$ cat src/rtl/gdr_pkg.sv
// ----------------------------------------------------------------------------
// gdr_pkg
// Types and constants for the depth-first reachability block.
// ----------------------------------------------------------------------------
package gdr_pkg;

   localparam int NODES_DEFAULT = 16;
   localparam int NODE_W        = 4;
   localparam int MAX_RESULTS   = 16;

   localparam logic [1:0] KIND_ADD   = 2'd0;
   localparam logic [1:0] KIND_WALK  = 2'd1;
   localparam logic [1:0] KIND_CLEAR = 2'd2;

   typedef struct packed {
      logic [1:0]        kind;
      logic [NODE_W-1:0] first_node;
      logic [NODE_W-1:0] second_node;
   } gdr_req_type;

   typedef struct packed {
      logic [NODE_W-1:0] node;
      logic              last;
   } gdr_rsp_type;

   typedef struct packed {
      logic load;
      logic clear;
      logic add_rd_a;
      logic add_wr_a;
      logic add_rd_b;
      logic add_wr_b;
      logic walk_start;
      logic walk_step;
      logic walk_pop;
   } gdr_cmd_type;

   typedef struct packed {
      logic a_ok;
      logic b_ok;
      logic found;
      logic depth_one;
   } gdr_status_type;

   typedef enum logic [2:0] {
      ST_IDLE,
      ST_ADD_WR_A,
      ST_ADD_RD_B,
      ST_ADD_WR_B,
      ST_WALK_EVAL,
      ST_WALK_POP
   } gdr_state_type;

endpackage

$ cat src/rtl/gdr_ram.sv
// ----------------------------------------------------------------------------
// gdr_ram
// Generic single-write, single-read RAM with registered read data.
// ----------------------------------------------------------------------------
module gdr_ram #(
   parameter int WIDTH = 16,
   parameter int DEPTH = 16
) (
   input  logic                     clock,
   input  logic                     wr_en,
   input  logic [$clog2(DEPTH)-1:0] wr_addr,
   input  logic [WIDTH-1:0]         wr_data,
   input  logic [$clog2(DEPTH)-1:0] rd_addr,
   output logic [WIDTH-1:0]         rd_data
);

   logic [WIDTH-1:0] mem_ff [DEPTH];
   logic [WIDTH-1:0] rd_data_ff;

   always_ff @(posedge clock) begin
      if (wr_en) begin
         mem_ff[wr_addr] <= wr_data;
      end
      rd_data_ff <= mem_ff[rd_addr];
   end

   assign rd_data = rd_data_ff;

endmodule

$ cat src/rtl/gdr_ctrl.sv
// ----------------------------------------------------------------------------
// gdr_ctrl
// Sequencer for edge insertion, clearing and the depth-first walk.
// ----------------------------------------------------------------------------
module gdr_ctrl
   import gdr_pkg::*;
(
   input  logic           clock,
   input  logic           reset,
   input  logic           start,
   input  logic [1:0]     req_kind,
   input  gdr_status_type status,
   output logic           busy,
   output gdr_cmd_type    cmd
);

   gdr_state_type state_ff;
   gdr_state_type state_in;

   always_ff @(posedge clock) begin
      if (reset) begin
         state_ff <= ST_IDLE;
      end else begin
         state_ff <= state_in;
      end
   end

   always_comb begin
      state_in = state_ff;
      cmd      = '0;
      busy     = (state_ff != ST_IDLE);
      case (state_ff)
         ST_IDLE: begin
            if (start) begin
               cmd.load = 1'b1;
               case (req_kind)
                  KIND_ADD: begin
                     if (status.a_ok && status.b_ok) begin
                        cmd.add_rd_a = 1'b1;
                        state_in     = ST_ADD_WR_A;
                     end
                  end
                  KIND_WALK: begin
                     if (status.a_ok) begin
                        cmd.walk_start = 1'b1;
                        state_in       = ST_WALK_EVAL;
                     end
                  end
                  KIND_CLEAR: begin
                     cmd.clear = 1'b1;
                  end
                  default: ;
               endcase
            end
         end
         ST_ADD_WR_A: begin
            cmd.add_wr_a = 1'b1;
            state_in     = ST_ADD_RD_B;
         end
         ST_ADD_RD_B: begin
            cmd.add_rd_b = 1'b1;
            state_in     = ST_ADD_WR_B;
         end
         ST_ADD_WR_B: begin
            cmd.add_wr_b = 1'b1;
            state_in     = ST_IDLE;
         end
         ST_WALK_EVAL: begin
            cmd.walk_step = 1'b1;
            if (!status.found) begin
               // top has no open neighbour: pop, or finish on the last entry
               state_in = status.depth_one ? ST_IDLE : ST_WALK_POP;
            end
         end
         ST_WALK_POP: begin
            cmd.walk_pop = 1'b1;
            state_in     = ST_WALK_EVAL;
         end
         default: begin
            state_in = ST_IDLE;
         end
      endcase
   end

endmodule

$ cat src/rtl/gdr_dp.sv
// ----------------------------------------------------------------------------
// gdr_dp
// Datapath: adjacency RAM with row valid bits, walk stack RAM, visited mask,
// lowest-open-neighbour search and the result register.
// ----------------------------------------------------------------------------
module gdr_dp
   import gdr_pkg::*;
#(
   parameter int NODES = NODES_DEFAULT
) (
   input  logic           clock,
   input  logic           reset,
   input  gdr_req_type    req_data,
   input  gdr_cmd_type    cmd,
   output gdr_status_type status,
   output logic           rsp_valid,
   output gdr_rsp_type    rsp_data
);

   localparam int IDX_W   = $clog2(NODES);
   localparam int DEPTH_W = $clog2(NODES + 1);
   localparam int CNT_W   = $clog2(MAX_RESULTS + 1);
   localparam int EXT_W   = IDX_W + NODE_W;

   // latched edge endpoints
   logic [NODE_W-1:0]  a_ff, b_ff;
   // control state
   logic [NODES-1:0]   rowvalid_ff, rowvalid_in;
   logic               rd_valid_ff, rd_valid_in;
   logic [NODES-1:0]   visited_ff, visited_in;
   logic [DEPTH_W-1:0] depth_ff, depth_in;
   logic [CNT_W-1:0]   count_ff, count_in;
   logic               rsp_valid_ff, rsp_valid_in;
   // payload
   logic [IDX_W-1:0]   top_ff, top_in;
   logic [IDX_W-1:0]   pend_ff, pend_in;
   gdr_rsp_type        rsp_ff, rsp_in;

   logic [EXT_W-1:0]   live_a_ext, live_b_ext, a_ext, b_ext, pend_ext;
   logic [IDX_W-1:0]   live_a, a_idx, b_idx;

   logic [NODES-1:0]   adj_rd_data, adj_wr_data, row, open, iso;
   logic [IDX_W-1:0]   adj_rd_addr, adj_wr_addr, low_idx;
   logic               adj_wr_en;
   logic [IDX_W-1:0]   stk_rd_data, stk_wr_addr, stk_wr_data, stk_rd_addr;
   logic               stk_wr_en;
   logic [DEPTH_W-1:0] depth_m2;
   logic               found, push_ok, count_ok;

   assign live_a_ext = {{IDX_W{1'b0}}, req_data.first_node};
   assign live_b_ext = {{IDX_W{1'b0}}, req_data.second_node};
   assign a_ext      = {{IDX_W{1'b0}}, a_ff};
   assign b_ext      = {{IDX_W{1'b0}}, b_ff};
   assign pend_ext   = {{NODE_W{1'b0}}, pend_ff};
   assign live_a     = live_a_ext[IDX_W-1:0];
   assign a_idx      = a_ext[IDX_W-1:0];
   assign b_idx      = b_ext[IDX_W-1:0];

   // a row never written since reset or clear reads as empty
   assign row  = rd_valid_ff ? adj_rd_data : '0;
   assign open = row & ~visited_ff;
   assign iso  = open & (~open + NODES'(1));
   assign found = |open;

   always_comb begin
      low_idx = '0;
      for (int i = 0; i < NODES; i++) begin
         if (iso[i]) begin
            low_idx = low_idx | IDX_W'(i);
         end
      end
   end

   assign push_ok  = depth_ff < DEPTH_W'(NODES);
   assign count_ok = count_ff < CNT_W'(MAX_RESULTS);
   assign depth_m2 = depth_ff - DEPTH_W'(2);

   assign status.a_ok      = live_a_ext < EXT_W'(NODES);
   assign status.b_ok      = live_b_ext < EXT_W'(NODES);
   assign status.found     = found;
   assign status.depth_one = depth_ff == DEPTH_W'(1);

   // adjacency RAM port control
   always_comb begin
      adj_rd_addr = top_ff;
      adj_wr_en   = 1'b0;
      adj_wr_addr = a_idx;
      adj_wr_data = row | (NODES'(1) << b_idx);
      if (cmd.add_rd_a || cmd.walk_start) begin
         adj_rd_addr = live_a;
      end
      if (cmd.add_wr_a) begin
         adj_wr_en = 1'b1;
      end
      if (cmd.add_rd_b) begin
         adj_rd_addr = b_idx;
      end
      if (cmd.add_wr_b) begin
         adj_wr_en   = 1'b1;
         adj_wr_addr = b_idx;
         adj_wr_data = row | (NODES'(1) << a_idx);
      end
      if (cmd.walk_step && found && push_ok) begin
         adj_rd_addr = low_idx;
      end
      if (cmd.walk_pop) begin
         adj_rd_addr = stk_rd_data;
      end
   end

   assign stk_wr_en   = cmd.walk_start || (cmd.walk_step && found && push_ok);
   assign stk_wr_addr = cmd.walk_start ? '0 : depth_ff[IDX_W-1:0];
   assign stk_wr_data = cmd.walk_start ? live_a : low_idx;
   assign stk_rd_addr = depth_m2[IDX_W-1:0];

   always_comb begin
      rowvalid_in  = rowvalid_ff;
      rd_valid_in  = rowvalid_ff[adj_rd_addr];
      visited_in   = visited_ff;
      depth_in     = depth_ff;
      count_in     = count_ff;
      rsp_valid_in = 1'b0;
      top_in       = top_ff;
      pend_in      = pend_ff;
      rsp_in       = rsp_ff;

      if (cmd.clear) begin
         rowvalid_in = '0;
      end
      if (cmd.add_wr_a) begin
         rowvalid_in[a_idx] = 1'b1;
      end
      if (cmd.add_wr_b) begin
         rowvalid_in[b_idx] = 1'b1;
      end

      if (cmd.walk_start) begin
         visited_in = NODES'(1) << live_a;
         depth_in   = DEPTH_W'(1);
         count_in   = CNT_W'(1);
         top_in     = live_a;
         pend_in    = live_a;
      end

      // results go out one behind, so the final one can carry last
      if (cmd.walk_step) begin
         if (found) begin
            visited_in = visited_ff | (NODES'(1) << low_idx);
            if (push_ok) begin
               depth_in = depth_ff + DEPTH_W'(1);
               top_in   = low_idx;
            end
            if (count_ok) begin
               rsp_valid_in = 1'b1;
               rsp_in.node  = pend_ext[NODE_W-1:0];
               rsp_in.last  = 1'b0;
               pend_in      = low_idx;
               count_in     = count_ff + CNT_W'(1);
            end
         end else if (status.depth_one) begin
            rsp_valid_in = 1'b1;
            rsp_in.node  = pend_ext[NODE_W-1:0];
            rsp_in.last  = 1'b1;
            depth_in     = '0;
         end else begin
            depth_in = depth_ff - DEPTH_W'(1);
         end
      end

      if (cmd.walk_pop) begin
         top_in = stk_rd_data;
      end
   end

   always_ff @(posedge clock) begin
      if (reset) begin
         rowvalid_ff  <= '0;
         rd_valid_ff  <= 1'b0;
         visited_ff   <= '0;
         depth_ff     <= '0;
         count_ff     <= '0;
         rsp_valid_ff <= 1'b0;
      end else begin
         rowvalid_ff  <= rowvalid_in;
         rd_valid_ff  <= rd_valid_in;
         visited_ff   <= visited_in;
         depth_ff     <= depth_in;
         count_ff     <= count_in;
         rsp_valid_ff <= rsp_valid_in;
      end
   end

   always_ff @(posedge clock) begin
      if (cmd.load) begin
         a_ff <= req_data.first_node;
         b_ff <= req_data.second_node;
      end
      top_ff  <= top_in;
      pend_ff <= pend_in;
      rsp_ff  <= rsp_in;
   end

   gdr_ram #(
      .WIDTH (NODES),
      .DEPTH (NODES)
   ) u_adj_ram (
      .clock   (clock),
      .wr_en   (adj_wr_en),
      .wr_addr (adj_wr_addr),
      .wr_data (adj_wr_data),
      .rd_addr (adj_rd_addr),
      .rd_data (adj_rd_data)
   );

   gdr_ram #(
      .WIDTH (IDX_W),
      .DEPTH (NODES)
   ) u_stack_ram (
      .clock   (clock),
      .wr_en   (stk_wr_en),
      .wr_addr (stk_wr_addr),
      .wr_data (stk_wr_data),
      .rd_addr (stk_rd_addr),
      .rd_data (stk_rd_data)
   );

   assign rsp_valid = rsp_valid_ff;
   assign rsp_data  = rsp_ff;

endmodule

$ cat src/rtl/graph_dfs_reachability.sv
// Add edge: read-modify-write of both rows (busy: wr A, rd B, wr B); clear: no busy.
// A walk takes one search step per push and per pop, plus a stack RAM read
// per pop; results are registered and appear in the cycle after their step.
// Results cannot be stalled; rsp_valid strobes each for exactly one cycle.
// Synchronous reset empties the graph at once via per-row valid bits.
// ----------------------------------------------------------------------------
// graph_dfs_reachability
// Depth-first reachability over a bit adjacency matrix, preorder output.
// ----------------------------------------------------------------------------
module graph_dfs_reachability
   import gdr_pkg::*;
#(
   parameter int NODES = NODES_DEFAULT
) (
   input  logic        clock,
   input  logic        reset,
   input  logic        start,
   output logic        busy,
   input  gdr_req_type req_data,
   output logic        rsp_valid,
   output gdr_rsp_type rsp_data
);

   gdr_cmd_type    cmd;
   gdr_status_type status;

   gdr_ctrl u_ctrl (
      .clock    (clock),
      .reset    (reset),
      .start    (start),
      .req_kind (req_data.kind),
      .status   (status),
      .busy     (busy),
      .cmd      (cmd)
   );

   gdr_dp #(
      .NODES (NODES)
   ) u_dp (
      .clock     (clock),
      .reset     (reset),
      .req_data  (req_data),
      .cmd       (cmd),
      .status    (status),
      .rsp_valid (rsp_valid),
      .rsp_data  (rsp_data)
   );

endmodule

$ cat config.mk
export PLATFORM = sky130hd
export DESIGN_NAME = graph_dfs_reachability
export DESIGN_NICKNAME = d
export VERILOG_FILES = /design/src/rtl/gdr_pkg.sv /design/src/rtl/gdr_ram.sv /design/src/rtl/gdr_ctrl.sv /design/src/rtl/gdr_dp.sv /design/src/rtl/graph_dfs_reachability.sv
export SDC_FILE = /design/constraint.sdc
export NUM_CORES = 1
export LEC_CHECK = 0
export BUFFER_PORTS_ARGS = -buffer_cell sky130_fd_sc_hd__buf_2
export CELL_PAD_IN_SITES_DETAIL_PLACEMENT = 1
export CELL_PAD_IN_SITES_GLOBAL_PLACEMENT = 2
export CORE_MARGIN = 2
export CORE_UTILIZATION = 25
export CTS_BUF_LIST = sky130_fd_sc_hd__clkbuf_4 sky130_fd_sc_hd__clkbuf_8
export CTS_CLUSTER_DIAMETER = 60
export CTS_CLUSTER_SIZE = 30
export DETAILED_ROUTE_END_ITERATION = 8
export PLACE_DENSITY_LB_ADDON = 0.1
export RECOVER_POWER = 100
export SYNTH_ARGS = -nofsm -noshare
export SYNTH_HDL_FRONTEND = slang
export SYNTH_SLANG_ARGS = --single-unit
$ cat constraint.sdc
create_clock -name clock -period 6.7 [get_ports clock]
set_input_delay 0.67 -clock clock [delete_from_list [all_inputs] [get_ports clock]]
set_output_delay 0.67 -clock clock [all_outputs]
set_load 0.03 [all_outputs]
# Yosys cells after proc, flatten, opt, wreduce, memory -nomap -nowiden
# Memory sizes are Yosys's and may differ from the RTL's. A register that Yosys moved wholly into a read port is not among the register bits.
# Index checks and enable logic that the tools add are counted.
[totals]
word_cells = 159
in_bits = 13
ram_bits = 320
memories = 2
ff_bits = 68
[memory_table]
columns = ["name", "depth", "word_bits", "read_ports", "rd_ports_with_merged_regs", "wr", "line_no", "rtl"]
rows = [
  ["u_dp.u_adj_ram.mem_ff", 16, 16, 1, 1, 1, "gdr_ram.sv:17", "logic [WIDTH-1:0] mem_ff [DEPTH];"],
  ["u_dp.u_stack_ram.mem_ff", 16, 4, 1, 1, 1, "gdr_ram.sv:17", ""],
]
[op_classes]
n_reduce_logical = 15
n_mux = 87
addsub = 5
shifts = 4
magnitude_cmp = 9
eq_ne = 14
bitwise_logic = 10
[ops]
columns = ["op", "count"]
rows = [
  ["$mux 16", 8],
  ["$mux 4", 24],
  ["$or 16x16->16", 5],
  ["$shl 1x4->16 const A", 4],
  ["$mux 5", 12],
  ["$mux 3", 11],
  ["$and 16x16->16", 2],
  ["$not 16->16", 2],
  ["$lt 4x5->1 const B", 5],
  ["$mux 1", 25],
  ["$add 16x1->16 const B", 1],
  ["$reduce_or 16->1", 1],
  ["$pmux 3 s5", 1],
  ["$add 5x1->5 const B", 2],
  ["$lt 5x5->1 const B", 2],
  ["$demux 1 s4", 2],
  ["$ge 4x1->1 const B", 2],
  ["$eq 3x2->1 const B", 2],
  ["$eq 3x3->1 const B", 2],
  ["$ne 2x2->1 const B", 3],
  ["$ne 3x2->1 const B", 2],
  ["$pmux 3 s2", 1],
  ["$eq 5x1->1 const B", 1],
  ["$logic_and 1x1->1", 5],
  ["other kinds (17)", 19],
]

# Depth between registers and ports, before layout
# Gate-level depths: netlist of run 1.
[depth]
depth_word = 24
mapped_depth = 13

# By module
# A second synthesis of run 1 with hierarchy kept.
[hier_totals]
hier_cells = 1178
hier_area_um2 = 17611.9
[by_module_without_submodules]
columns = ["module", "n_inst", "cells_each", "seq_area_each_um2", "area_per_inst_um2"]
rows = [
  ["gdr_ram (u_dp.u_adj_ram)", 1, 432, 8007.7, 10042.1],
  ["gdr_dp", 1, 584, 1431.4, 4658.2],
  ["gdr_ram (u_dp.u_stack_ram)", 1, 130, 2001.9, 2666.3],
  ["gdr_ctrl", 1, 32, 60.1, 245.2],
]

# Least setup slack after synthesis of run 1
# Ideal clock, no wire load.
[synth_path]
path_type = "input port to flip-flop"
start = "input start"
end = "register u_dp.u_adj_ram.rd_data_ff[10] (netlist: u_dp.u_adj_ram.rd_data[10]) (read register of u_dp.u_adj_ram.mem_ff)"
slack_ps = 3646
setup_time_ps = 134
t_required_ps = 6566
arrival_time_ps = 2920
path_buffers = 2
path_stages = 11
cell_sequence = "or4b_4 -> nor2_8 -> mux2i_1 -> a21oi_1 -> a31oi_1 -> nand2_2 -> buf_4 -> clkbuf_1 -> a21oi_1 -> a221oi_1 -> or4_1"
[synth_via]
elab_chain_cells = 7
word_cells_on_any_way = 9
cone_classes = "mux (8); reduce/logical (1)"
[synth_rtl]
columns = ["element", "line_no", "rtl"]
rows = [
  ["start, declared", "graph_dfs_reachability.sv:17", "input logic start,"],
  ["$mux 3 or $mux 1 (tied branches)", "gdr_ctrl.sv:34", "if (start) begin"],
  ["$mux 3 or $mux 1 (tied branches)", "gdr_ctrl.sv:32", "case (state_ff)"],
  ["$logic_or 1x1->1 (*)", "gdr_dp.sv:89", "if (cmd.add_rd_a || cmd.walk_start) begin"],
  ["$mux 4 (*)", "gdr_dp.sv:89", ""],
  ["$mux 4 (*)", "gdr_dp.sv:95", "if (cmd.add_rd_b) begin"],
  ["$mux 4 (*)", "gdr_dp.sv:103", "if (cmd.walk_step && found && push_ok) begin"],
  ["$mux 4 (*)", "gdr_dp.sv:106", "if (cmd.walk_pop) begin"],
  ["end, declared", "gdr_ram.sv:18", "logic [WIDTH-1:0] rd_data_ff;"],
]
# Mark *: on every way between the ends. The rest lies on a longest branch, timed or not.
# A chain may end at the register's enable or synchronous reset.

# Final worst setup path of run 1
[layout_path]
start = "register u_dp.u_adj_ram.rd_data_ff[4] (netlist: u_dp.u_adj_ram.rd_data[4]) (read register of u_dp.u_adj_ram.mem_ff)"
end = "register u_dp.u_adj_ram.rd_data_ff[1] (netlist: u_dp.u_adj_ram.rd_data[1]) (read register of u_dp.u_adj_ram.mem_ff)"
[layout_via]
elab_chain_cells = 19
word_cells_on_any_way = 22
cone_classes = "add/sub (1); mux (15); bitwise (3); reduce/logical (3)"
[layout_rtl]
columns = ["element", "line_no", "rtl"]
rows = [
  ["$mux 16 (*)", "gdr_dp.sv:60", "assign row = rd_valid_ff ? adj_rd_data : '0;"],
  ["$and 16x16->16 (*)", "gdr_dp.sv:61", "assign open = row & ~visited_ff;"],
  ["$not 16->16", "gdr_dp.sv:62", "assign iso = open & (~open + NODES'(1));"],
  ["$add 16x1->16", "gdr_dp.sv:62", ""],
  ["$and 16x16->16", "gdr_dp.sv:62", ""],
  ["$mux 3 (4 in series)", "gdr_dp.sv:68", "if (iso[i]) begin"],
  ["$mux 4 (8 in series)", "gdr_dp.sv:68", ""],
  ["$mux 4 (*)", "gdr_dp.sv:103", ""],
  ["$mux 4 (*)", "gdr_dp.sv:106", ""],
]
# Marks and branches as above.

==> results.md, run 1 <==
- Across the whole layout, storage elements account for 11500 sq um.
- The normalized max-slew margin is -0.8033.
- The signal on the critical path passes through nor2b_1, nand2b_1, o41ai_1, o311ai_0, a21o_1, nand2_4, a221oi_1, or4_1.
- In this run the worst hold path is classified as in2reg.
- TritonCTS built the clock tree.
- Prior to clock tree synthesis, the placed netlist has a worst setup slack of 1.931 ns.
- The top-area cell type share of the netlist area is 0.5889.
- The flow ran to the end, but the final reports show violations.
- The relative area change from synthesis to final layout is 12.79%.
- The nature of the critical path endpoint is a register.
- Setup total negative slack on the finished layout was measured at 0 ns.
- The average cell area after synthesis is 13.50 sq um.
- The clock latency on the worst-skew pair is 0.67 ns.
- The first global-routing pass estimated 81.75 mm of wire.
- The final count of hold timing violations is 0.
- Among all stages on the critical path, the largest delay is contributed by sky130_fd_sc_hd__o41ai_1.
- During synthesis, Yosys emitted a total of 0 warnings.
- The number of global-route vias before repair is 11117.
- The maximum VDD drop is 330.9 uV.
- The y dimension of the die is approximately 260 microns.
- The launch point of the worst reg-to-reg path is u_dp.u_adj_ram.rd_data[4].
- The number of cells on the worst reg-to-reg path is 8.
- The sequential cell area fraction in the yosys report is 0.6774.
- The layout filler cell count is 7163.
- Clock tree synthesis selected as its root buffer the cell sky130_fd_sc_hd__clkbuf_8.
- STA puts the critical path data required time at 7.14 ns.
- The initial utilization of the core area, before any placement, comes to 0.2528.
- The final reports fail on capacitance limit, slew limit.
- The net count of the finished layout is 1317.
- Of the available clock period, the critical path in the final layout requires 0.8075.
- The critical path starts at u_dp.u_adj_ram.rd_data[4].
- The post-detailed-routing wire length is 56.00 mm.
- Clock-pin slew was measured on the worst setup and hold paths at between 0.1 and 0.15 ns.
- The buffer count from post-CTS setup fixing is 0.
- The peak clock frequency supported by timing is 0.1848 GHz.
- Yosys instantiated no cell more often than sky130_fd_sc_hd__edfxtp_1.
- The number of hold buffers added after CTS is 0.
- The worst path in the final design needs a cycle of 5.410 ns, including I/O delays and setup.
- The first TritonRoute pass finished after 5 iterations.
- The die width is ~260 microns.
- The final count of pins violating max slew came to 249.
- Setup violations remaining at the end of the flow were counted as 0.
- The number of nets in the synthesized netlist is 1278.
- The classification of the worst setup path is reg2reg.
- The highest fanout seen on the critical path is 83.
- By area the synthesized netlist is led by sky130_fd_sc_hd__edfxtp_1 59%, sky130_fd_sc_hd__dfxtp_1 8.8%, sky130_fd_sc_hd__mux2i_1 4.2%.
- Sorting the synthesized cells by how often they occur yields 333 x sky130_fd_sc_hd__edfxtp_1, 127 x sky130_fd_sc_hd__nand2_1, 116 x sky130_fd_sc_hd__a21oi_1.
- The setup skew after layout is approximately 0.048 ns.
- For this design the static power due to leakage is 6.140 nW.
- The initial DRC count is a little under 700.
- The floorplan has 95 rows.
- Detailed routing inserted a total of approximately 11000 vias.
- The number of buffer and inverter instances along the worst setup path is 0.
- In this run the power density over the cells is 411.2 nW/um^2.
- The number of resized instances in the post-cts repair step is 0.
- The number of port buffers is 19.
- The kind of launch point of the worst setup path is a register.
- In this design, the stage delay of the slowest critical-path cell is approximately 1.4 ns.
- After the flow finishes, the layout carries non-filler instances totaling roughly 2200.
- The critical path's top delay family is compound AO/OA/AOI/OAI gates.
- The clock passes through at most 3 buffers.
- The number of H-tree levels is 2.
- The multi-input combinational cells in the finished layout cover a total of 5064 sq um.
- In this run the count of I/O pins placed on the die edge is 20.
- Setup repair after global routing left no endpoint under its margin.
- The netlist area before placement is approximately 17000 sq um.
- In this run, synthesis inferred 333 flip-flops with an integrated enable.
- The hold path startpoint is req_data[0].
- In the final routed layout, each cell accounts on average for 25.37 microns.
- The wire-length estimate of the detail-placed layout is 34.68 mm.
- The post-placement cell count is 2125.
- At the worst endpoint, the arrival time is 5.85 ns.
- The floorplan step defined a core boundary enclosing 67160 sq um.
- The cell type contributing the most total cell area after synthesis is sky130_fd_sc_hd__edfxtp_1.
- The aggregate global-route resource usage is 0.1603.
- The register bit count reported by yosys is 408.
- The initial antenna violation count is 3.
- The pin slew with the least headroom to its limit is 2.677 ns.
- Using the TritonRoute via totals, the vias-per-cell ratio works out to 4.878.
- The max-capacitance violation count is 14.
- The cell depth of the worst hold path is 1.
- Once detail routing completed, the nets flagged for antenna violations numbered 0.
- Counting every instance in the synthesized netlist gives 1258.
- The maximum number of pins on one net before global-route repair is 92.
- The cell count along the critical path is 8.
- The number of buffers added by the clock tree synthesis step is 43.
- The final weighted congestion in routability-driven placement is 0.7459.
- The die covers 70020 sq um.
- For this run, the leading register cell type out of synthesis is sky130_fd_sc_hd__edfxtp_1.
- Counting every sink on the clock net gives 408.
- In the routed design, unresolved DRC markers number 0.
- Of all flip-flops after synthesis, the portion carrying an async set or reset was 0.
- The final global-route overflow total is 0.
- The distinct cell type count after synthesis is 76.
- Across all setup checks in the final design, the least slack found is about 1.3 ns.
- The fraction of layout cells with a size suffix above 1 is 0.1074.
-- stage by stage --
stage | power [W] | util | cell area, sq um | hold WS, ns
after global routing | 0.008342 | 0.2852 | 19150 | 0.1696
after detailed placement | 0.006021 | 0.2719 | 18260 | 0.4197
after global placement | 0.006020 | 0.2719 | 18260 | 0.4225
after CTS | 0.008094 | 0.2883 | 19360 | 0.1381
final | 0.007875 | 0.2852 | 19150 | 0.2100
after floorplan | 0.004971 | - | 16980 | 0.4081
-- cell type report --
type,count,share of cell area
Multi-Input combinational cell,760,0.2644
Timing Repair Buffer,68,0.01705
Inverter,16,0.003136
Clock buffer,46,0.03273
Sequential cell,408,0.6005
Tap cell,873,0.05704
Antenna cell,2,0.0002613
Clock inverter,34,0.02483
-- worst reg2reg max path, cell delays in order, from the launching register on --
cell,delay [ns]
sky130_fd_sc_hd__dfxtp_1,0.42
sky130_fd_sc_hd__nor2b_1,0.20
sky130_fd_sc_hd__nand2b_1,0.25
sky130_fd_sc_hd__o41ai_1,1.43
sky130_fd_sc_hd__o311ai_0,0.67
sky130_fd_sc_hd__a21o_1,0.37
sky130_fd_sc_hd__nand2_4,0.74
sky130_fd_sc_hd__a221oi_1,0.36
sky130_fd_sc_hd__or4_1,0.75
-- kinds of logic (layout without fill, tap and decap cells) --
| family | count (synthesis) | count (layout) | synth area share |
|---|---|---|---|
| mux | 91 | 91 | 0.06839 |
| compound gates | 302 | 302 | 0.1202 |
| other cells | 0 | 2 | 0 |
| flops | 408 | 408 | 0.6774 |
| simple gates | 356 | 356 | 0.1022 |
| fa+ha+maj | 7 | 7 | 0.005158 |
| xor+xnor | 4 | 4 | 0.002064 |
| buf+inv | 90 | 164 | 0.02461 |
-- layout by cell type, fill, tap and decap left out, types with 19 or more instances in the layout --
cell and count:
sky130_fd_sc_hd__mux2i_1 71, sky130_fd_sc_hd__clkbuf_8 45, sky130_fd_sc_hd__a21oi_1 116, sky130_fd_sc_hd__nand2b_1 19
sky130_fd_sc_hd__a221oi_1 61, sky130_fd_sc_hd__nor3_1 31, sky130_fd_sc_hd__clkbuf_1 47, sky130_fd_sc_hd__nor2b_1 19
sky130_fd_sc_hd__nor2_1 73, sky130_fd_sc_hd__dfxtp_1 75, sky130_fd_sc_hd__nand2_1 127, sky130_fd_sc_hd__o21ai_0 41
sky130_fd_sc_hd__mux4_2 20, sky130_fd_sc_hd__edfxtp_1 333
-- report_power, final --
group / total (W) / internal, W / switching [W]
registers: 0.00330 / 0.00310 / 0.000200
logic: 0.00254 / 0.000775 / 0.00177
clock network: 0.00203 / 0.000915 / 0.00112
-- worst paths after layout --
| kind | slack, ns | to |
|---|---|---|
| setup / recovery | 1.29 | u_dp.u_adj_ram.rd_data[1] |
| hold / removal | 0.21 | u_dp.b_ff[0] |
| setup reg to reg | 1.29 | u_dp.u_adj_ram.rd_data[1] |
| hold reg to reg | 0.44 | u_dp.rsp_data[4] |
-- layer usage --
layer | wire, microns | global-route usage | part of all wire | vias up
met1 | 27390 | 0.2277 | 0.49 | 5584
met3 | 1911 | 0.02759 | 0.034 | 56
met4 | 1115 | 0.04330 | 0.020 | 0
met5 | 0 | 0 | 0 | -
li1 | - | - | - | 4983
met2 | 25590 | 0.2519 | 0.46 | 142
-- flip-flops by register name (all words and copies together), names as in the netlist, 5 cells and up --
name                     count
u_dp.u_stack_ram.mem_ff     64
u_dp.u_adj_ram.mem_ff      256
u_dp.depth_ff                5
u_dp.rowvalid_ff            16
u_dp.visited_ff             16
u_dp.rsp_data                5
u_dp.count_ff                5
u_dp.u_adj_ram.rd_data      16
Power figures use the tool's default switching activity.
==> run 2, diff against run 1 <==
==> constraint.sdc (replaced) <==
create_clock -name clock -period 5.6 [get_ports clock]
set_input_delay 0.56 -clock clock [delete_from_list [all_inputs] [get_ports clock]]
set_output_delay 0.56 -clock clock [all_outputs]
set_load 0.03 [all_outputs]
==> results.md, run 2 (same netlist as run 1, synthesis figures left out) <==
- Outcome: finished with violations (unchanged).
- Violations in the final reports: capacitance limit, slew limit (unchanged).
- The y dimension of the die is 264.6 microns (unchanged).
- The via count normalized by instance count came to 4.899 (was 4.878).
- The maximum number of pins on one net before global-route repair came to 74 (was 92).
- The nature of the critical path endpoint is a register (unchanged).
- The normalized max-slew margin was -0.4357 (was -0.8033).
- The start point of the critical path was u_dp.rd_valid_ff (was u_dp.u_adj_ram.rd_data[4]).
- The kind of launch point of the worst setup path is a register (unchanged).
- The master of the slowest instance on the critical path was sky130_fd_sc_hd__nand2_1 (was sky130_fd_sc_hd__o41ai_1).
- The number of resized instances in the post-cts repair step is 0 (unchanged).
- The critical path's top delay family was simple AND/OR/NAND/NOR gates (was compound AO/OA/AOI/OAI gates).
- The relative area change from synthesis to final layout is 13.12% (was 12.79%).
- The sequential standard cell area is 11500 sq um (unchanged).
- The area of the core is 67160 sq um (unchanged).
- The number of buffer and inverter instances along the worst setup path is 0 (unchanged).
- The flip-flop count of the largest register after layout was 256 (unchanged).
- The final sum of negative setup slack is 0 ns (unchanged).
- The top register by number of flip-flops is u_dp.u_adj_ram.mem_ff (unchanged).
- The type of the tightest min-delay check is in2reg (unchanged).
- The fraction of layout cells with a size suffix above 1 came to 0.1114 (was 0.1074).
- The final global-route overflow total is 0 (unchanged).
- The setup skew after layout came to 0.04613 ns (was 0.04777 ns).
- The residual DRC count was 0 (unchanged).
- The power density relative to cell area came to 486.6 nW/um^2 (was 411.2 nW/um^2).
- The clock tree root driver cell was sky130_fd_sc_hd__clkbuf_8 (unchanged).
- The share of the clock period used by the worst path after layout is 0.8966 (was 0.8075).
- The detailed-placement wirelength estimate came to 36.00 mm (was 34.68 mm).
- The static power due to leakage came to 6.171 nW (was 6.140 nW).
- The utilization of the core after routing is 0.2860 (was 0.2852).
- The buffer count from post-CTS setup fixing is 0 (unchanged).
- The number of H-tree levels is 2 (unchanged).
- The number of buffers added by the clock tree synthesis step is 46 (was 43).
- The aggregate global-route resource usage is 0.1598 (was 0.1603).
- The maximum VDD drop came to 258.6 uV (was 330.9 uV).
- The I/O pin count is 20 (unchanged).
- The area of the multi-input gates was 5082 sq um (was 5064 sq um).
- The number of sinks driven by the clock tree is 408 (unchanged).
- The final weighted congestion in routability-driven placement is 0.7593 (was 0.7459).
- The number of nets in the finished design was 1329 (was 1317).
- The TritonCTS clock tree is built (unchanged).
- The die width is 264.6 microns (unchanged).
- The total cell area at the placement stage is 18310 sq um (was 18260 sq um).
- The layout filler cell count is 7188 (was 7163).
- Worst-path cell chain: a21boi_0, nor2_1, and4b_1, a311oi_1, o211ai_1, nand2_1, a221oi_1, or4_1 (was nor2b_1, nand2b_1, o41ai_1, o311ai_0, a21o_1, nand2_4, a221oi_1, or4_1).
- The final non-filler cell area is 19210 sq um (was 19150 sq um).
- The launch point of the worst reg-to-reg path is u_dp.rd_valid_ff (was u_dp.u_adj_ram.rd_data[4]).
- The highest cell delay on the worst timing path is 0.92 ns (was 1.43 ns).
- The floorplan die area is 70020 sq um (unchanged).
- The clock tree buffer depth is 3 (unchanged).
- Commonest cells after routing, fill and taps aside: 333 x sky130_fd_sc_hd__edfxtp_1, 127 x sky130_fd_sc_hd__nand2_1, 116 x sky130_fd_sc_hd__a21oi_1 (unchanged).
- The post-detailed-routing wire length is 55.90 mm (was 56.00 mm).
- The classification of the worst setup path is reg2reg (unchanged).
- The initial antenna violation count came to 1 (was 3).
- The average wire per standard cell is 25.17 microns (was 25.37 microns).
- The most frequent standard cell in the layout excluding fill and tap cells is sky130_fd_sc_hd__edfxtp_1 (unchanged).
- The clock latency on the worst-skew pair is 0.66 ns (was 0.67 ns).
- The pin slew with the least headroom to its limit is 2.131 ns (was 2.677 ns).
- The global-route wire length before repair is 81.64 mm (was 81.75 mm).
- The worst path arrival time is 5.47 ns (was 5.85 ns).
- The via total after detailed routing is 10880 (was 10765).
- The number of iterations in the first detailed-routing pass is 4 (was 5).
- The count of nets left with antenna violations after detail routing was 0 (unchanged).
- The floorplan row count is 95 (unchanged).
- The final count of pins violating max slew is 164 (was 249).
- The hold path startpoint is req_data[1] (was req_data[0]).
- Largest registers in the final layout: u_dp.u_adj_ram.mem_ff x256, u_dp.u_stack_ram.mem_ff x64 (unchanged).
- The worst endpoint required time is 6.05 ns (was 7.14 ns).
- The number of hold buffers added after CTS came to 0 (unchanged).
- The number of port buffers is 19 (unchanged).
- The number of global-route vias before repair is 11438 (was 11117).
- The initial DRC count is 793 (was 678).
- Setup repair after global routing missed its margin: no (unchanged).
- The shortest clock period the worst path allows after layout is 5.021 ns (was 5.410 ns).
- The clock slew seen by the registers of the worst setup and hold paths is 0.07 ns (was 0.11 ns).
- The count of final setup violators is 0 (unchanged).
- The peak clock frequency supported by timing is 0.1992 GHz (was 0.1848 GHz).
- The initial core utilization is 0.2528 (unchanged).
- The final count of hold timing violations is 0 (unchanged).
- The max-capacitance violation count is 11 (was 14).
- The highest fanout seen on the critical path is 20 (was 83).
## run 2: path summary, 6_finish.rpt
path                               end  slack, ns  cells past startpoint
max          u_dp.u_adj_ram.rd_data[4]       0.58                      8
min                       u_dp.b_ff[1]       0.10                      1
max reg2reg  u_dp.u_adj_ram.rd_data[4]       0.58                      8
min reg2reg           u_dp.rsp_data[2]       0.45                      0
## run 2: layout make-up
class,instances,share of cell area
Tap cell,873,0.05687
Clock inverter,33,0.02150
Timing Repair Buffer,77,0.01889
Inverter,16,0.003127
Clock buffer,52,0.03596
Multi-Input combinational cell,760,0.2646
Antenna cell,2,0.0002606
Sequential cell,408,0.5988
## run 2: metrics by stage
stage | setup WS, ns | power (W) | hold slack [ns] | std cells
2_1_floorplan | 2.656 | 0.005947 | 0.4081 | 1258
3_3_place_gp | 1.217 | 0.007149 | 0.4259 | 2134
3_5_place_dp | 1.190 | 0.007155 | 0.4335 | 2134
4_1_cts | 1.211 | 0.009605 | 0.03339 | 2219
5_1_grt | 0.4575 | 0.009906 | 0.06645 | 2221
6_report | 0.5793 | 0.009346 | 0.1008 | 2221
## run 2: per-layer routing
| metal | wire [microns] | up-vias | GRT usage |
|---|---|---|---|
| met5 | 0 | - | 0 |
| met4 | 1207 | 0 | 0.04023 |
| met3 | 1479 | 68 | 0.02044 |
| met2 | 26330 | 144 | 0.2623 |
| met1 | 26880 | 5671 | 0.2235 |
| li1 | - | 4997 | - |
## run 2: where the power goes
part / total (W) / switching, W / internal [W]
clock: 0.00240 / 0.00130 / 0.00110
sequential: 0.00391 / 0.000198 / 0.00371
combinational: 0.00304 / 0.00210 / 0.000934
total: 0.00935 / 0.00361 / 0.00574
==> run 3, diff against run 2 <==
==> constraint.sdc (replaced) <==
create_clock -name clock -period 5.6 [get_ports clock]
set_input_delay 0 -clock clock [delete_from_list [all_inputs] [get_ports clock]]
set_output_delay 0 -clock clock [all_outputs]
set_load 0.03 [all_outputs]
==> results.md, run 3 (same netlist as run 1, synthesis figures left out) <==
- The aggregate global-route resource usage is 0.1614 (was 0.1598).
- The initial DRC count was 639 (was 793).
- The normalized max-slew margin is -0.5189 (was -0.4357).
- The number of resized instances in the post-cts repair step is 0 (unchanged).
- The number of sinks driven by the clock tree is 408 (unchanged).
- The highest cell delay on the worst timing path is 0.85 ns (was 0.92 ns).
- The fraction of layout cells with a size suffix above 1 was 0.1094 (was 0.1114).
- The clock tree root driver cell is sky130_fd_sc_hd__clkbuf_8 (unchanged).
- The initial core utilization is 0.2528 (unchanged).
- The final weighted congestion in routability-driven placement came to 0.7641 (was 0.7593).
- The setup skew after layout is 0.03339 ns (was 0.04613 ns).
- The TritonCTS clock tree is built (unchanged).
- The number of port buffers was 19 (unchanged).
- The number of buffers added by the clock tree synthesis step came to 44 (was 46).
- The classification of the worst setup path is reg2reg (unchanged).
- The max-capacitance violation count is 12 (was 11).
- Violations in the final reports: capacitance limit, slew limit (unchanged).
- The most frequent standard cell in the layout excluding fill and tap cells was sky130_fd_sc_hd__edfxtp_1 (unchanged).
- The I/O pin count is 20 (unchanged).
- The worst path arrival time is 5.24 ns (was 5.47 ns).
- The global-route wire length before repair is 82.57 mm (was 81.64 mm).
- The peak clock frequency supported by timing is 0.2129 GHz (was 0.1992 GHz).
- The y dimension of the die is 264.6 microns (unchanged).
- The total power of the final layout is 0.009355 W (was 0.009346 W).
- Outcome: finished with violations (unchanged).
- The maximum number of pins on one net before global-route repair was 74 (unchanged).
- The count of nets left with antenna violations after detail routing is 0 (unchanged).
- The via total after detailed routing came to 10878 (was 10880).
- The master of the slowest instance on the critical path was sky130_fd_sc_hd__nand2_4 (was sky130_fd_sc_hd__nand2_1).
- The average wire per standard cell is 25.09 microns (was 25.17 microns).
- The static power due to leakage was 6.251 nW (was 6.171 nW).
- The final global-route overflow total is 0 (unchanged).
- The worst endpoint required time is 6.14 ns (was 6.05 ns).
- Largest registers in the final layout: u_dp.u_adj_ram.mem_ff x256, u_dp.u_stack_ram.mem_ff x64 (unchanged).
- The clock latency on the worst-skew pair is 0.66 ns (about the same).
- The shortest clock period the worst path allows after layout came to 4.697 ns (was 5.021 ns).
- The critical path's top delay family is simple AND/OR/NAND/NOR gates (unchanged).
- The type of the tightest min-delay check is in2reg (unchanged).
- The floorplan die area is 70020 sq um (unchanged).
- The number of buffer and inverter instances along the worst setup path is 1 (was 0).
- Worst-path cell chain: and3b_1, nor2_1, nand3_1, o21ai_4, nand3_1, nand2_4, buf_4, mux2i_1, a221oi_1, or4_1 (was a21boi_0, nor2_1, and4b_1, a311oi_1, o211ai_1, nand2_1, a221oi_1, or4_1).
- The power density relative to cell area is 483.0 nW/um^2 (was 486.6 nW/um^2).
- The pin slew with the least headroom to its limit came to 2.255 ns (was 2.131 ns).
- The residual DRC count is 0 (unchanged).
- Commonest cells after routing, fill and taps aside: 333 x sky130_fd_sc_hd__edfxtp_1, 127 x sky130_fd_sc_hd__nand2_1, 116 x sky130_fd_sc_hd__a21oi_1 (unchanged).
- The cell seen most often among critical-path stages is sky130_fd_sc_hd__nand3_1.
- The share of the clock period used by the worst path after layout came to 0.8388 (was 0.8966).
- The number of iterations in the first detailed-routing pass is 4 (unchanged).
- The floorplan row count is 95 (unchanged).
- The final count of hold timing violations came to 0 (unchanged).
- The number of global-route vias before repair is 11356 (was 11438).
- The number of nets in the finished design is 1346 (was 1329).
- The maximum VDD drop is 252.2 uV (was 258.6 uV).
- The post-detailed-routing wire length was 56.09 mm (was 55.90 mm).
- The kind of launch point of the worst setup path was a register (unchanged).
- The detailed-placement wirelength estimate is 35.84 mm (was 36.00 mm).
- The area of the core is 67160 sq um (unchanged).
- The highest fanout seen on the critical path is 73 (was 20).
- The clock tree buffer depth came to 3 (unchanged).
- The nature of the critical path endpoint was a register (unchanged).
- The via count normalized by instance count was 4.865 (was 4.899).
- The initial antenna violation count is 2 (was 1).
- The count of final setup violators is 0 (unchanged).
- The number of H-tree levels came to 2 (unchanged).
- The relative area change from synthesis to final layout is 14.07% (was 13.12%).
- Setup repair after global routing missed its margin: no (unchanged).
- The final sum of negative setup slack is 0 ns (unchanged).
- The layout filler cell count came to 7211 (was 7188).
- The final count of pins violating max slew came to 175 (was 164).
- The clock slew seen by the registers of the worst setup and hold paths came to 0.11 ns (was 0.07 ns).
- The top register by number of flip-flops is u_dp.u_adj_ram.mem_ff (unchanged).
- The die width was 264.6 microns (unchanged).
- The flip-flop count of the largest register after layout is 256 (unchanged).
-- run 3: changes by cell type in the layout (fill, tap and decap cells not counted), moves of 2 or more --
| cell | previous run | this run |
|---|---|---|
| sky130_fd_sc_hd__clkbuf_4 | 4 | 1 |
| sky130_fd_sc_hd__inv_8 | 2 | 6 |
| sky130_fd_sc_hd__clkinvlp_4 | 5 | 1 |
| sky130_fd_sc_hd__dlygate4sd3_1 | 0 | 19 |
| sky130_fd_sc_hd__clkinv_8 | 4 | 6 |
| sky130_fd_sc_hd__inv_6 | 8 | 10 |
-- run 3: layer usage --
layer | global-route usage | vias up | share of wire
li1 | - | 5031 | -
met1 | 0.2263 | 5643 | 0.48
met2 | 0.2645 | 139 | 0.47
met3 | 0.02276 | 65 | 0.029
met4 | 0.03593 | 0 | 0.020
met5 | 0 | - | 0
-- run 3: report_power, final --
group | switching (W) | internal, W
Combinational | 0.00211 | 0.000958
Sequential | 0.000195 | 0.00371
Clock | 0.00135 | 0.00103
-- run 3: path summary, 6_finish.rpt --
path	startpoint	endpoint	slack (ns)	cells past startpoint
worst max-delay path	u_dp.rd_valid_ff	u_dp.u_adj_ram.rd_data[15]	0.90	10
worst min-delay path	req_data[0]	u_dp.b_ff[0]	0.07	2
worst max register to register	u_dp.rd_valid_ff	u_dp.u_adj_ram.rd_data[15]	0.90	10
worst min register to register	u_dp.pend_ff[0]	u_dp.rsp_data[1]	0.45	0
-- run 3: area by class of cell --
class / count / area [sq um] / share of cell area
antenna: 1 / 2.502 / 0.0001292
sequential: 408 / 11500 / 0.5938
multi-input combinational: 760 / 5080 / 0.2623
tap: 873 / 1092 / 0.05640
timing repair buffer: 96 / 553.0 / 0.02855
clock buffer: 48 / 654.4 / 0.03379
inverter: 16 / 60.06 / 0.003101
clock inverter: 34 / 424.2 / 0.02190
-- run 3: metrics by stage --
step / cells / hold WS [ns] / setup slack, ns / instance area [sq um] / util
3_3_place_gp: 2134 / 0.1808 / 1.211 / 18310 / 0.2726
2_1_floorplan: 1258 / 0.09887 / 2.775 / 16980 / -
5_1_grt: 2236 / 0.02502 / 0.4455 / 19370 / 0.2884
3_5_place_dp: 2134 / 0.1788 / 1.182 / 18310 / 0.2726
4_1_cts: 2235 / 0.003663 / 1.166 / 19580 / 0.2915
6_report: 2236 / 0.07467 / 0.9027 / 19370 / 0.2884
-- run 3: what timing repair did --
item	CTS	global route
hold buffers	19	0
buffers inserted	0	0
endpoints found under the hold margin	53	0
